`src/gru_ratio_step.sv`:
```
// One bit of the exact ratio search: largest w with w*w*sum <= rhs.
// Keeps w*w*sum and w*sum incrementally so a step is shifts, adds and one compare.
`timescale 1ns / 1ps
module gru_ratio_step #(
   parameter int ACC_WIDTH  = 132,
   parameter int ROOT_WIDTH = 32,
   parameter int BIT_POS    = 0
) (
   input  logic [ACC_WIDTH-1:0]  sum,
   input  logic [ACC_WIDTH-1:0]  rhs,
   input  logic [ACC_WIDTH-1:0]  acc_in,
   input  logic [ACC_WIDTH-1:0]  lin_in,
   input  logic [ROOT_WIDTH-1:0] root_in,
   output logic [ACC_WIDTH-1:0]  acc_out,
   output logic [ACC_WIDTH-1:0]  lin_out,
   output logic [ROOT_WIDTH-1:0] root_out
);
   logic [ACC_WIDTH-1:0] cand;
   logic                 take;

   // (w + 2^b)^2 s = w^2 s + 2^(b+1) w s + 2^(2b) s
   assign cand = acc_in + (lin_in << (BIT_POS + 1)) + (sum << (2 * BIT_POS));
   assign take = (cand <= rhs);

   assign acc_out  = take ? cand : acc_in;
   assign lin_out  = take ? (lin_in + (sum << BIT_POS)) : lin_in;
   assign root_out = root_in | (ROOT_WIDTH'(take) << BIT_POS);
endmodule

```
`config.mk`:
```
export PLATFORM = sky130hd
export DESIGN_NAME = gru_ratio_step
export DESIGN_NICKNAME = d
export VERILOG_FILES = /design/src/gru_ratio_step.sv
export SDC_FILE = /design/constraint.sdc
export NUM_CORES = 1
export LEC_CHECK = 0
export BUFFER_PORTS_ARGS = -buffer_cell sky130_fd_sc_hd__buf_2
export CAP_MARGIN = 20
export CORE_AREA = 2 2 336 338
export DETAILED_ROUTE_END_ITERATION = 7
export DIE_AREA = 0 0 338 340
export GPL_ROUTABILITY_DRIVEN = 0
export GPL_TIMING_DRIVEN = 1
export PLACE_DENSITY = 0.46
export SLEW_MARGIN = 40
export SYNTH_ARGS = -nofsm -noshare
export SYNTH_HDL_FRONTEND = slang
export SYNTH_SLANG_ARGS = --single-unit
```
`constraint.sdc`:
```
create_clock -name vclk -period 12.2
set_input_delay 2.44 -clock vclk [all_inputs]
set_output_delay 2.44 -clock vclk [all_outputs]
set_load 0.02 [all_outputs]
```
# Yosys cells after proc, flatten, opt, wreduce, memory -nomap -nowiden
# Cells that the tools add are included.
dict set report word_totals {
  romBits 0
  latch_bits 0
  elab_cells 7
  out_inout_bits 296
  ff_bits 0
  in_bits 560
  mem_bits_rw 0
  n_memories 0
}
dict set report op_classes {
  n_eq_ne 0
  n_lt_le_gt_ge 1
  n_reduce_logical 0
  mul 0
  bitwise 1
  n_div 0
  n_shift 0
  n_addsub 3
  n_mux 2
}
# op n
set op_table {}
lappend op_table {{adder 132 bit} 3}
lappend op_table {{two-way mux 132 bit} 2}
lappend op_table {{<= comparator 132 bit} 1}
lappend op_table {{bitwise OR 32 x 1 -> 32 bit} 1}

# Longest topological paths before layout
dict set report depth {
  ltp_word 4
  ltp_mapped 30
  ltp_nobuf 27
}

# Worst setup path after synthesis
# No wires, ideal clock.
dict set report synth_timing {
  path_type {input-to-output}
  start {input sum[1]}
  end {output acc_out[128]}
  path_buffers 3
  required_ns 9.760
  cell_stages 27
  path_slack_ns 1.357
  arrival_ns 8.403
  path_cell_list {fa_1 ha_1 inv_1 fa_1 nor2b_1 o31a_1 a31o_2 o21a_1 o21ai_1 a2111oi_2 o31ai_1 a21oi_1 o21ai_1 mux2i_1 nor2_1 ha_1 nand4_1 nor4_1 and3_1 nand3_1 o21bai_1 a21oi_1 buf_2 clkbuf_1 clkbuf_1 nor2_1 a221oi_1}
}
dict set report synth_via {
  elab_chain_len 3
}
# item line
set synth_lines {}
lappend synth_lines {{start: declaration} 9} ;# input logic [ACC_WIDTH-1:0] sum,
lappend synth_lines {{adder 132 bit *} 22} ;# assign cand = acc_in + (lin_in << (BIT_POS + 1)) + (sum << (2 * BIT_POS));
lappend synth_lines {{<= comparator 132 bit} 23} ;# assign take = (cand <= rhs);
lappend synth_lines {{two-way mux 132 bit *} 25} ;# assign acc_out = take ? cand : acc_in;
lappend synth_lines {{end: declaration} 14} ;# output logic [ACC_WIDTH-1:0] acc_out,
# Mark *: on every way between the ends. The rest lies on a longest branch, timed or not.

# Worst setup path in the final report
dict set report layout_timing {
  start {input acc_in[34]}
  end {output acc_out[131]}
}
dict set report layout_via {
  elab_chain_len 4
}
# item line
set layout_lines {}
lappend layout_lines {{start: declaration} 11} ;# input logic [ACC_WIDTH-1:0] acc_in,
lappend layout_lines {{adder 132 bit * (2 in a row)} 22}
lappend layout_lines {{<= comparator 132 bit} 23}
lappend layout_lines {{two-way mux 132 bit *} 25}
# Marked as above.

==> impl_metrics.sql <==
INSERT INTO impl_metrics (metric_group, metric, value, unit) VALUES
('worst_hold_path', 'hp-class', 'input port to primary output', ''),
('synth', 'yosysTopAreaCell', 'sky130_fd_sc_hd__ha_1', ''),
('worst_hold_path', 'worst_hold_path.num_cells', '0', ''),
('sta', 'worst_slew_pin_slew', '0.873', 'ns'),
('route', 'dr.pass1.iters', '6', ''),
('global_routing', 'maximum_number_of_pins_on_one_net_before_global_route_repair', '56', ''),
('synth', 'top_area_cells_in_the_synthesized_netlist', 'sky130_fd_sc_hd__ha_1, sky130_fd_sc_hd__fa_1, sky130_fd_sc_hd__a21oi_1', ''),
('sta', 'setup_viol', '0', ''),
('critical_path', 'endpoint_kind', 'primary output', ''),
('sta', 'rsz0062_at_grt', 'yes', ''),
('outcome', 'outcome', 'finished, final reports clean', ''),
('route', 'route.final.wire_length', '155000', 'um'),
('critical_path', 'start_kind', 'input port', ''),
('critical_path', 'crit_arrival', '9.61', 'ns'),
('route', 'drtAntennaViolNets', '0', ''),
('global_routing', 'grt_antenna_before_repair', '17', ''),
('synth', 'synth-warning-count', '0', ''),
('synth', 'ys_types', '89', ''),
('layout', 'design.seq.count', '0', ''),
('synth', 'synth_top_area_share', '17.9', '%'),
('sta', 'min_period', '12.05', 'ns'),
('sta', 'final-hold-violation-count', '0', ''),
('layout', 'layout_commonest_cell', 'sky130_fd_sc_hd__buf_2', ''),
('global_routing', 'grt.overflow.total', '0', ''),
('place', 'place.port_buffers', '794', ''),
('sta', 'slew_violations', '0', ''),
('critical_path', 'critical_path_required', '9.76', 'ns'),
('floorplanning', 'die_width', '338', 'um'),
('global_routing', 'track_usage', '25.4', '%'),
('synth', 'seq_area_frac_synth', '0', '%'),
('critical_path', 'worst_path_most_repeated_cell', 'sky130_fd_sc_hd__buf_4', ''),
('layout', 'layout.cells.most_common_list', 'sky130_fd_sc_hd__buf_2, sky130_fd_sc_hd__nand2_1, sky130_fd_sc_hd__a21oi_1', ''),
('synth', 'mappedNetlistArea', '27600', 'um2'),
('floorplanning', 'fp.dieH', '340', 'um'),
('synth', 'synthesis.area_per_instance', '6.80', 'um2'),
('layout', 'synthToLayoutAreaGrowth', '23.9', '%'),
('sta', 'max-slew-margin-rel', '41.8', '%'),
('place', 'dpl_cell_area', '34000', 'um2'),
('critical_path', 'critical-path-slowest-cell', 'sky130_fd_sc_hd__nor4_2', ''),
('critical_path', 'critical_path_class', 'input port to primary output', ''),
('floorplanning', 'floorplan.rows', '123', ''),
('layout', 'layout.cell_area.non_filler', '34100', 'um2'),
('floorplanning', 'die_area', '115000', 'um2'),
('layout', 'clockBufferCount', '0', ''),
('critical_path', 'critical-path-max-stage-delay', '0.49', 'ns'),
('layout', 'sequential_area', '0', 'um2'),
('route', 'detail_route.drc_violations', '0', ''),
('sta', 'achievable-frequency', '83.0', 'MHz'),
('floorplanning', 'boundaryPins', '856', ''),
('route', 'initial_drt_markers', '2902', ''),
('sta', 'timing.final.crit_share', '98.8', '%'),
('run', 'maxCapViolations', '0', ''),
('layout', 'final_layout_size_suffix_gt1_share', '24.3', '%'),
('place', 'dp.final_hpwl', '140000', 'um'),
('global_routing', 'wire_length_of_the_first_global_routing_pass', '218000', 'um'),
('critical_path', 'worstPathMaxFanout', '20', ''),
('layout', 'final_net_count', '5883', ''),
('route', 'via_total_after_detailed_routing', '33900', ''),
('route', 'route.detailed.vias_per_inst', '5.38', ''),
('floorplanning', 'core', '112000', 'um2'),
('synth', 'postSynthNetCount', '5135', ''),
('layout', 'fillerInstances', '12500', ''),
('global_routing', 'grt_pass1_vias', '33100', ''),
('synth', 'postSynthCellCount', '4049', ''),
('floorplanning', 'initial_utilization', '24.7', '%'),
('route', 'routed_wire_length_per_instance', '24.6', 'um');
-- final cells by class --
class	count	area [um2]	area share, %
Multi-Input combinational cell	3547	25700	75.3
Antenna cell	9	22.5	0.0660
Timing Repair Buffer	995	5570	16.3
Inverter	253	952	2.79
Tap cell	1500	1880	5.50
-- critical path, delay by kind of cell --
| family | cells | cell delay [ns] |
|---|---|---|
| xor+xnor | 2 | 0.35 |
| simple gates | 6 | 1.89 |
| fa+ha+maj | 3 | 1.08 |
| buf+inv | 8 | 1.52 |
| compound gates | 10 | 2.30 |
-- path summary, 6_finish.rpt --
kind	from	end
setup / recovery	acc_in[34]	acc_out[131]
hold / removal	root_in[10]	root_out[10]
-- synth_stat cells (all sizes together), types with 95 or more instances --
master	count
a21o	190
clkbuf	186
xnor2	146
o21ai	365
a21oi	469
nor2	284
ha	394
mux2	100
nand2	491
inv	253
xor2	95
fa	132
o21bai	105
nand4	188
-- cell families after synthesis --
group / count (synthesis) / synth area share [%]
muxes: 105 / 4.27
adders and majority gates: 526 / 27.5
xor gates and xnor gates: 241 / 7.66
and+or+nand+nor: 1251 / 21.1
AOI/OAI and AO/OA: 1424 / 32.0
buffers and inverters: 502 / 7.41
-- layer usage --
layer  vias to the layer above  track usage, %  wire length (um)
met1                     16100            32.5             65800
met3                       243            3.65             10500
li1                      16200               -                 -
met2                      1379            43.4             72400
met5                         -               0                80
met4                        14            8.21              6070
-- repair_timing --
item	CTS	global route
pin swaps	0	2
setup endpoints to repair	41	261
buffers inserted	0	2
resized for setup	5	20
cloned	0	0
hold buffers	0	0
-- per-stage QoR --
stage                     setup TNS [ns]  worst slack (ns)  util, %  instances  hold WS [ns]
after floorplan                        0              1.36        -       4049          4.99
after global placement            -0.244            -0.244     30.4       6292          4.88
after detailed placement          -0.378            -0.240     30.4       6292          4.88
after CTS                              0            0.0508     30.5       6292          4.88
after global routing             -0.0522           -0.0276     30.6       6299          4.88
final                                  0             0.147     30.6       6304          4.88
